File: src/rtl/subtractive_random_generator_defines.svh
// ---------------------------------------------------------------------------
// subtractive_random_generator_defines.svh
// Assertion macros shared by the generator RTL.
// ---------------------------------------------------------------------------
`ifndef SUBTRACTIVE_RANDOM_GENERATOR_DEFINES_SVH
`define SUBTRACTIVE_RANDOM_GENERATOR_DEFINES_SVH

// Same-cycle implication, checked outside reset
`define SRG_ASSERT_NOW(label, clk, rst, ante, cons, msg) \
   label: assert property (@(posedge clk) disable iff (rst) (ante) |-> (cons)) \
      else $error(msg);

// Next-cycle implication, checked outside reset
`define SRG_ASSERT_NEXT(label, clk, rst, ante, cons, msg) \
   label: assert property (@(posedge clk) disable iff (rst) (ante) |=> (cons)) \
      else $error(msg);

`endif

File: src/rtl/srg_pkg.sv
// ---------------------------------------------------------------------------
// srg_pkg
// Types, constants and sequencer states of the subtractive generator.
// ---------------------------------------------------------------------------
package srg_pkg;

   localparam int DATA_W        = 30;
   localparam int TABLE_LEN     = 55;
   localparam int ADDR_W        = $clog2(TABLE_LEN);
   localparam int SCATTER_STEP  = 21;
   localparam int AHEAD_OFFSET  = 30;
   localparam int TRAIL_START   = 31;
   localparam int WARMUP_ROUNDS = 4;
   localparam int ROUND_W       = $clog2(WARMUP_ROUNDS + 1);

   typedef logic [DATA_W-1:0]  data_type;
   typedef logic [ADDR_W-1:0]  addr_type;
   typedef logic [ROUND_W-1:0] round_type;

   localparam data_type MODULUS = 30'd1000000000;

   typedef enum logic [0:0] {
      OP_NEXT   = 1'b0,
      OP_RESEED = 1'b1
   } op_type;

   typedef enum logic [3:0] {
      ST_IDLE,
      ST_SCATTER,
      ST_WARM_RD_SELF,
      ST_WARM_RD_OTHER,
      ST_WARM_WRITE,
      ST_NEXT_RD_TRAIL,
      ST_NEXT_WRITE,
      ST_FINISH
   } state_type;

endpackage

File: src/rtl/srg_ram.sv
// ---------------------------------------------------------------------------
// srg_ram
// Generic single-write, single-read RAM with registered read data.
// ---------------------------------------------------------------------------
module srg_ram #(
   parameter int WIDTH = 8,
   parameter int DEPTH = 16
) (
   input  logic                     clock,
   input  logic                     wr_en,
   input  logic [$clog2(DEPTH)-1:0] wr_addr,
   input  logic [WIDTH-1:0]         wr_data,
   input  logic [$clog2(DEPTH)-1:0] rd_addr,
   output logic [WIDTH-1:0]         rd_data
);

   logic [WIDTH-1:0] mem_ff [DEPTH];
   logic [WIDTH-1:0] rd_data_ff;

   // write port
   always_ff @(posedge clock) begin
      if (wr_en) begin
         mem_ff[wr_addr] <= wr_data;
      end
   end

   // registered read port
   always_ff @(posedge clock) begin
      rd_data_ff <= mem_ff[rd_addr];
   end

   assign rd_data = rd_data_ff;

endmodule

File: src/rtl/srg_modsub.sv
// ---------------------------------------------------------------------------
// srg_modsub
// Shared modular subtractor: (a - b) mod 1e9 for operands below 1e9.
// ---------------------------------------------------------------------------
module srg_modsub import srg_pkg::*; (
   input  data_type op_a,
   input  data_type op_b,
   output data_type result
);

   logic [DATA_W:0] diff;

   // subtract, then add the modulus back on borrow
   assign diff   = {1'b0, op_a} - {1'b0, op_b};
   assign result = diff[DATA_W] ? (diff[DATA_W-1:0] + MODULUS) : diff[DATA_W-1:0];

endmodule

File: src/rtl/subtractive_random_generator.sv
// ---------------------------------------------------------------------------
// subtractive_random_generator
// Lag-55 subtractive random generator over a 55-word table modulo 1e9.
// ---------------------------------------------------------------------------
// Usage:
//   Request channel (req_valid / req_stall): one word carries req_opcode and
//   req_seed_value. Opcode next returns the next integer in 0..999999999;
//   opcode reseed rebuilds the table from the seed (reduced below 1e9) and
//   echoes the seed it used, with rsp_was_reseed set.
//   Response channel (rsp_valid / rsp_stall): one word per request, in order.
//   Sequence: a next request reads two entries, writes the update, then
//   loads the output; a reseed writes the reduced seed, makes 54 scatter
//   writes, then 4 x 55 warm-up updates, then the output load.
//   Every table update goes through one modular subtractor and one RAM
//   read port, so each update needs two reads in sequence before its write.
//   req_stall is high while a request is in progress. A finished word waits
//   in the output register while rsp_stall is high; the block then holds its
//   next result until that register frees up.
//   Reset clears both pointers, the output valid flag and the per-entry valid
//   bits, so the table reads as all zero until written.
// ---------------------------------------------------------------------------
`include "subtractive_random_generator_defines.svh"

module subtractive_random_generator import srg_pkg::*; (
   input  logic        clock,
   input  logic        reset,
   input  logic        req_valid,
   output logic        req_stall,
   input  logic [0:0]  req_opcode,
   input  data_type    req_seed_value,
   output logic        rsp_valid,
   input  logic        rsp_stall,
   output data_type    rsp_value,
   output logic        rsp_was_reseed
);

   state_type state_ff, state_in;
   addr_type  lead_ff, lead_in;
   addr_type  trail_ff, trail_in;
   addr_type  pos_ff, pos_in;
   addr_type  step_ff, step_in;
   round_type round_ff, round_in;
   data_type  seed_ff, seed_in;
   data_type  prev_ff, prev_in;
   data_type  cur_ff, cur_in;
   data_type  opnd_ff, opnd_in;
   data_type  res_ff, res_in;
   logic      res_reseed_ff, res_reseed_in;
   logic      rsp_valid_ff, rsp_valid_in;
   data_type  rsp_value_ff, rsp_value_in;
   logic      rsp_reseed_ff, rsp_reseed_in;
   logic [TABLE_LEN-1:0] valid_ff, valid_in;
   logic      rd_valid_ff;

   logic      wr_en;
   addr_type  wr_addr;
   data_type  wr_data;
   addr_type  rd_addr;
   data_type  rd_data;
   data_type  rd_val;
   data_type  unit_a, unit_b, unit_res;
   addr_type  lead_adv, trail_adv;
   addr_type  other_addr;
   logic [ADDR_W:0] pos_sum;
   addr_type  pos_next;

   srg_ram #(
      .WIDTH (DATA_W),
      .DEPTH (TABLE_LEN)
   ) u_table (
      .clock   (clock),
      .wr_en   (wr_en),
      .wr_addr (wr_addr),
      .wr_data (wr_data),
      .rd_addr (rd_addr),
      .rd_data (rd_data)
   );

   srg_modsub u_modsub (
      .op_a   (unit_a),
      .op_b   (unit_b),
      .result (unit_res)
   );

   // never-written entries read as zero
   assign rd_val = rd_valid_ff ? rd_data : '0;

   // advance pointers, wrapping past the last position to the first
   assign lead_adv  = (lead_ff == ADDR_W'(TABLE_LEN)) ? ADDR_W'(1) : lead_ff + ADDR_W'(1);
   assign trail_adv = (trail_ff == ADDR_W'(TABLE_LEN)) ? ADDR_W'(1) : trail_ff + ADDR_W'(1);

   // entry thirty-one places ahead of the current entry, as a RAM address
   assign other_addr = (step_ff >= ADDR_W'(TABLE_LEN - AHEAD_OFFSET))
                     ? step_ff - ADDR_W'(TABLE_LEN - AHEAD_OFFSET)
                     : step_ff + ADDR_W'(AHEAD_OFFSET);

   // next scatter position, stepping by 21 modulo 55
   assign pos_sum  = {1'b0, pos_ff} + (ADDR_W + 1)'(SCATTER_STEP);
   assign pos_next = (pos_sum >= (ADDR_W + 1)'(TABLE_LEN))
                   ? ADDR_W'(pos_sum - (ADDR_W + 1)'(TABLE_LEN))
                   : pos_sum[ADDR_W-1:0];

   // sequencer: next state, datapath steering and register updates
   always_comb begin
      state_in      = state_ff;
      lead_in       = lead_ff;
      trail_in      = trail_ff;
      pos_in        = pos_ff;
      step_in       = step_ff;
      round_in      = round_ff;
      seed_in       = seed_ff;
      prev_in       = prev_ff;
      cur_in        = cur_ff;
      opnd_in       = opnd_ff;
      res_in        = res_ff;
      res_reseed_in = res_reseed_ff;
      rsp_valid_in  = rsp_valid_ff && rsp_stall;
      rsp_value_in  = rsp_value_ff;
      rsp_reseed_in = rsp_reseed_ff;
      wr_en         = 1'b0;
      wr_addr       = '0;
      wr_data       = unit_res;
      rd_addr       = '0;
      unit_a        = opnd_ff;
      unit_b        = rd_val;

      case (state_ff)
         ST_IDLE: begin
            // look up the entry after the lead pointer ahead of time
            rd_addr = (lead_ff == ADDR_W'(TABLE_LEN)) ? '0 : lead_ff;
            unit_a  = req_seed_value;
            unit_b  = MODULUS;
            if (req_valid) begin
               if (req_opcode == OP_RESEED) begin
                  wr_en    = 1'b1;
                  wr_addr  = ADDR_W'(TABLE_LEN - 1);
                  wr_data  = unit_res;
                  seed_in  = unit_res;
                  prev_in  = unit_res;
                  cur_in   = DATA_W'(1);
                  pos_in   = ADDR_W'(SCATTER_STEP);
                  step_in  = ADDR_W'(1);
                  state_in = ST_SCATTER;
               end else begin
                  lead_in  = lead_adv;
                  trail_in = trail_adv;
                  state_in = ST_NEXT_RD_TRAIL;
               end
            end
         end
         ST_SCATTER: begin
            // store the running difference at the scattered position
            wr_en   = 1'b1;
            wr_addr = pos_ff - ADDR_W'(1);
            wr_data = cur_ff;
            unit_a  = prev_ff;
            unit_b  = cur_ff;
            cur_in  = unit_res;
            prev_in = cur_ff;
            pos_in  = pos_next;
            if (step_ff == ADDR_W'(TABLE_LEN - 1)) begin
               step_in  = ADDR_W'(1);
               round_in = '0;
               state_in = ST_WARM_RD_SELF;
            end else begin
               step_in = step_ff + ADDR_W'(1);
            end
         end
         ST_WARM_RD_SELF: begin
            rd_addr  = step_ff - ADDR_W'(1);
            state_in = ST_WARM_RD_OTHER;
         end
         ST_WARM_RD_OTHER: begin
            opnd_in  = rd_val;
            rd_addr  = other_addr;
            state_in = ST_WARM_WRITE;
         end
         ST_WARM_WRITE: begin
            wr_en   = 1'b1;
            wr_addr = step_ff - ADDR_W'(1);
            if (step_ff == ADDR_W'(TABLE_LEN)) begin
               step_in = ADDR_W'(1);
               if (round_ff == ROUND_W'(WARMUP_ROUNDS - 1)) begin
                  res_in        = seed_ff;
                  res_reseed_in = 1'b1;
                  lead_in       = '0;
                  trail_in      = ADDR_W'(TRAIL_START);
                  state_in      = ST_FINISH;
               end else begin
                  round_in = round_ff + ROUND_W'(1);
                  state_in = ST_WARM_RD_SELF;
               end
            end else begin
               step_in  = step_ff + ADDR_W'(1);
               state_in = ST_WARM_RD_SELF;
            end
         end
         ST_NEXT_RD_TRAIL: begin
            opnd_in  = rd_val;
            rd_addr  = trail_ff - ADDR_W'(1);
            state_in = ST_NEXT_WRITE;
         end
         ST_NEXT_WRITE: begin
            wr_en         = 1'b1;
            wr_addr       = lead_ff - ADDR_W'(1);
            res_in        = unit_res;
            res_reseed_in = 1'b0;
            state_in      = ST_FINISH;
         end
         ST_FINISH: begin
            // hold the result until the output register is free
            if (!rsp_valid_ff || !rsp_stall) begin
               rsp_valid_in  = 1'b1;
               rsp_value_in  = res_ff;
               rsp_reseed_in = res_reseed_ff;
               state_in      = ST_IDLE;
            end
         end
         default: begin
            state_in = ST_IDLE;
         end
      endcase
   end

   // mark written entries valid
   always_comb begin
      valid_in = valid_ff;
      if (wr_en) begin
         valid_in[wr_addr] = 1'b1;
      end
   end

   // state register
   always_ff @(posedge clock) begin
      if (reset) begin
         state_ff <= ST_IDLE;
      end else begin
         state_ff <= state_in;
      end
   end

   // control registers
   always_ff @(posedge clock) begin
      if (reset) begin
         lead_ff      <= '0;
         trail_ff     <= '0;
         valid_ff     <= '0;
         rsp_valid_ff <= 1'b0;
         rd_valid_ff  <= 1'b0;
      end else begin
         lead_ff      <= lead_in;
         trail_ff     <= trail_in;
         valid_ff     <= valid_in;
         rsp_valid_ff <= rsp_valid_in;
         rd_valid_ff  <= valid_ff[rd_addr];
      end
   end

   // datapath registers
   always_ff @(posedge clock) begin
      pos_ff        <= pos_in;
      step_ff       <= step_in;
      round_ff      <= round_in;
      seed_ff       <= seed_in;
      prev_ff       <= prev_in;
      cur_ff        <= cur_in;
      opnd_ff       <= opnd_in;
      res_ff        <= res_in;
      res_reseed_ff <= res_reseed_in;
      rsp_value_ff  <= rsp_value_in;
      rsp_reseed_ff <= rsp_reseed_in;
   end

   assign req_stall      = (state_ff != ST_IDLE);
   assign rsp_valid      = rsp_valid_ff;
   assign rsp_value      = rsp_value_ff;
   assign rsp_was_reseed = rsp_reseed_ff;

   // an accepted request blocks the input on the following cycle
   `SRG_ASSERT_NEXT(a_accept_blocks, clock, reset, req_valid && !req_stall, req_stall,
      "request channel open right after an accept")

   // table writes always hold a residue
   `SRG_ASSERT_NOW(a_write_residue, clock, reset, wr_en, wr_data < MODULUS,
      "table write at or above the modulus")

   // both pointers sit on real positions when a next update writes
   `SRG_ASSERT_NOW(a_ptr_range, clock, reset, state_ff == ST_NEXT_WRITE,
      lead_ff != '0 && lead_ff <= ADDR_W'(TABLE_LEN) &&
      trail_ff != '0 && trail_ff <= ADDR_W'(TABLE_LEN),
      "pointer outside the table during a next update")

   // a free output register takes the finished word and reopens the input
   `SRG_ASSERT_NEXT(a_finish_loads, clock, reset,
      state_ff == ST_FINISH && (!rsp_valid_ff || !rsp_stall),
      rsp_valid_ff && state_ff == ST_IDLE,
      "finished word not loaded into the output register")

endmodule
File: config.mk
export PLATFORM = sky130hd
export DESIGN_NAME = subtractive_random_generator
export DESIGN_NICKNAME = d
export VERILOG_FILES = /design/src/rtl/srg_pkg.sv /design/src/rtl/srg_ram.sv /design/src/rtl/srg_modsub.sv /design/src/rtl/subtractive_random_generator.sv
export VERILOG_INCLUDE_DIRS = /design/src /design/src/rtl
export SDC_FILE = /design/constraint.sdc
export NUM_CORES = 2
export LEC_CHECK = 0
export BUFFER_PORTS_ARGS = -buffer_cell sky130_fd_sc_hd__buf_2
export CAP_MARGIN = 20
export CORE_MARGIN = 1.5
export CORE_UTILIZATION = 40
export CTS_BUF_LIST = sky130_fd_sc_hd__clkbuf_8
export CTS_CLUSTER_SIZE = 10
export DETAILED_ROUTE_END_ITERATION = 10
export PLACE_DENSITY = 0.59
export SKIP_CTS_REPAIR_TIMING = 1
export SLEW_MARGIN = 10
export SYNTH_ARGS = -nofsm -noshare
export SYNTH_HDL_FRONTEND = slang
export SYNTH_SLANG_ARGS = --single-unit
File: constraint.sdc
create_clock -name clock -period 7.6 [get_ports clock]
set_input_delay 0.76 -clock clock [delete_from_list [all_inputs] [get_ports clock]]
set_output_delay 0.76 -clock clock [all_outputs]
set_load 0.005 [all_outputs]
==> results by group <==
Clock tree
  – Clk_lat worst skew: 1060 ps
  – Total CTS buffers: 330
  – Max H-tree Level: 5
  – CTS tree: done
  – Sink Count: 1,949
  – Worst-path clk slew: 60 ps
  – CTS max path bufs: 4
  – Cell at the root of the clock tree: clkbuf_8

Setup path
  – Reg2Reg Depth: 15
  – WS Path Type: flip-flop to flip-flop
  – Worst R2R Setup Slack: 830 ps
  – Worst r2r src: state_ff[0]
  – Reg-to-Reg End: u_table.mem_ff[48][22]
  – Crit path launch type: flip-flop
  – Worst Setup End Kind: flip-flop
  – Worst EP required: 8320 ps
  – Worst Path Arrival: roughly 7500 ps
  – Crit-path max FO: 40

Route
  – Vias per cell: 5.67
  – Final ANT Viol Nets: 0
  – DR iter-0 viols: just over 6,000
  – Drt first pass iters: 11
  – WL final: 238 mm
  – Avg WL per Cell: around 25 um
  – DR DRC count: 22
  – Total number of vias: 53,926

STA
  – Final period util: 89.1%
  – Actual slew at the worst max-slew pin: 1320 ps
  – Rel. slew slack: 11.5%
  – RSZ-0062 raised after global routing: no
  – Fin crit period: 6770 ps
  – Setup TNS Final: 0 ps
  – Layout Skew: 95.1 ps
  – Fmax: 148 MHz
  – Fin. max-slew vios: 0
  – Final setup vio count: 0
  – Hold Fails Final Rpt: 0
  – Setup ws final: between 800 and 900 ps

Floorplan
  – IO Pins: 68
  – FP Rows: about 160
  – Core Region: approximately 200,000 um^2
  – Die height: 451 um
  – Die X-Extent: 451 um
  – Die ar.: slightly above 200,000 um^2
  – Initial core utilization: 40.2%

Outcome
  – Status: finished with violations
  – Violated checks: DRC

Worst hold path
  – Worst Hold Path Cells: 4
  – Worst Hold Class: input port to flip-flop
  – Hold endpoint: state_ff[2]
  – HP Start: req_opcode

Logic synthesis
  – Synth Area per Inst: approximately 12 um^2
  – Synth Flop Type: edfxtp_1
  – Register area share after synthesis: 71.5%
  – Post-synthesis cell area: 80,400 um^2
  – Post-Syn Instances: 6,482
  – Yosys cell types: 88
  – Yosys reg bits: 1,949
  – Ys Warns: 0
  – Async SR Flop Fraction: 0%
  – Synthesized Nets: 6,564
  – Post-synth EDFFs: 1,847

GRT
  – Vias in the first global route: 51,385
  – Antenna violations before repair: 15
  – Grt total ovfl: 0
  – Gr usage total: 22.9%
  – First-pass GRT wire length: 347 mm
  – Largest net degree at the start of global routing: 138

Place
  – DP Worst Slack: just over 1000 ps
  – Dpl hpwl: 137 mm
  – GP Congestion: 0.912
  – Placed cells: 8,950
  – # port buffers: 67

Finish
  – Finished Layout Cells: 9,517
  – Final net count: 6,710
  – Area growth syn-to-layout: 12.8%
  – Layout cell share with drive strength beyond 1: between 10% and 20%

Flow run
  – Number of max-cap violations: 0
## placed cells by master (no fill, tap or decap), types with 12 or more instances in the layout
cell type | netlist | layout
o211ai_1 | 15 | 15
and3_1 | 197 | 196
nor2_4 | 0 | 57
nor2_1 | 264 | 206
buf_4 | 1 | 172
ha_1 | 46 | 46
xnor2_1 | 42 | 42
inv_1 | 48 | 165
mux2i_1 | 40 | 40
buf_12 | 0 | 23
or3_1 | 13 | 13
o22ai_1 | 44 | 43
clkinv_1 | 1 | 65
a21oi_1 | 193 | 173
a21oi_4 | 0 | 21
a31oi_1 | 97 | 97
edfxtp_1 | 1847 | 1847
clkbuf_8 | 0 | 345
nor3_1 | 22 | 22
clkinv_2 | 0 | 21
o21ai_0 | 134 | 126
a311oi_1 | 305 | 304
nand2b_1 | 15 | 15
a311o_1 | 32 | 31
a211oi_1 | 15 | 14
dfxtp_1 | 102 | 101
and2_1 | 51 | 50
nand2_1 | 1804 | 1802
nand3_1 | 504 | 503
nand4_1 | 16 | 16
a21o_1 | 12 | 12
buf_2 | 124 | 67
xor2_1 | 23 | 23
## flip-flops by register name (all words and copies together), names as in the netlist
register / count
rsp_was_reseed: 1
rd_valid_ff: 1
rsp_value: 30
round_ff: 3
opnd_ff: 30
cur_ff: 30
prev_ff: 30
res_reseed_ff: 1
state_ff: 3
step_ff: 6
res_ff: 30
u_table.mem_ff: 1650
seed_ff: 30
lead_ff: 6
rsp_valid: 1
trail_ff: 6
u_table.rd_data: 30
valid_ff: 55
pos_ff: 6
## critical path, cell delays in order (launching register included)
cell	delay (ps)
dfxtp_2	660
buf_4	600
nand2_4	490
o22ai_1	340
ha_1	390
a21o_1	240
a21boi_0	550
o21ai_0	200
a21o_1	230
o41ai_2	450
o21a_1	570
nand2_1	120
nor2_1	150
xnor2_1	170
a21oi_4	520
buf_4	630
## metrics by stage
stage | hold WS (ps) | cell area (um^2) | util (%)
final | 215 | 90700 | 45.4
after global routing | 192 | 90700 | 45.4
after CTS | -70.7 | 90700 | 45.4
after detailed placement | 405 | 84900 | 42.5
after global placement | 401 | 84800 | 42.5
after floorplan | 400 | 80400 | -
## worst max-delay path by stage
stage,startpoint,to,slack [ps],cells past startpoint
global route,state_ff[0],u_table.mem_ff[27][16],400,14
detailed placement,state_ff[0],u_table.mem_ff[27][25],1010,14
floorplan,state_ff[1],prev_ff[29],570,23
CTS,state_ff[0],u_table.mem_ff[48][22],930,15
global placement,state_ff[0],u_table.mem_ff[49][22],990,15
finish,state_ff[0],u_table.mem_ff[48][22],830,15
## logic make-up (layout without fill, tap and decap cells)
group	after synthesis	after routing	synth area share (%)
simple gates	2929	2929	15.6
flops	1949	1949	71.5
compound gates	949	949	8.34
buf+inv	499	873	2.54
xor+xnor	66	66	0.728
fa+ha+maj	47	47	0.740
mux	43	43	0.568
other cells	0	5	0
## cells in the mapped netlist (5+ instances only)
library cell  count  area (um^2)
inv_1            48          180
or2_2             5         31.3
nor3b_1           8         60.1
clkbuf_1        292         1100
and3_1          197         1230
edfxtp_1       1847        55500
mux2i_1          40          400
nor2_1          264          991
a21oi_1         193          966
xnor2_1          42          368
or3_1            13         81.3
o21a_1            9         67.6
xor2_1           23          201
ha_1             46          576
nand2b_1         15         93.8
nor2b_1           7         43.8
o21ai_1           8         40.0
o21bai_1          5         37.5
o21ai_0         134          671
o211ai_1         15          113
a31oi_1          97          607
nand4_1          16          100
and2_1           51          319
a311o_1          32          320
buf_2           124          621
dfxtp_1         102         2040
nand3_1         504         2520
o31ai_1           9         67.6
o22ai_1          44          275
buf_1            31          116
nor4_1            6         37.5
a311oi_1        305         2670
nor3_1           22          110
a211oi_1         15          113
a22oi_1          10         75.1
a221oi_1          7         61.3
a21o_1           12         90.1
nand2_1        1804         6770
## cell type report
cell class	count	area (um^2)
Fill cell	17992	109000
Sequential cell	1949	57500
Multi-Input combinational cell	4034	21800
Clock buffer	345	4750
Tap cell	2656	3320
Timing Repair Buffer	263	2100
Clock inverter	215	1060
Inverter	50	190
Antenna cell	5	12.5
## routing by layer
metal	share of wire, %	up-vias	track usage (%)
met4	3.6	0	8.48
met5	0	-	0
met1	43	26964	32.4
met3	8.2	373	3.92
li1	-	24226	-
met2	46	2363	35.3
Power is left out: the tool's default activity adds up to more than one toggle a clock period on the data nets, which glitch-free logic cannot reach.
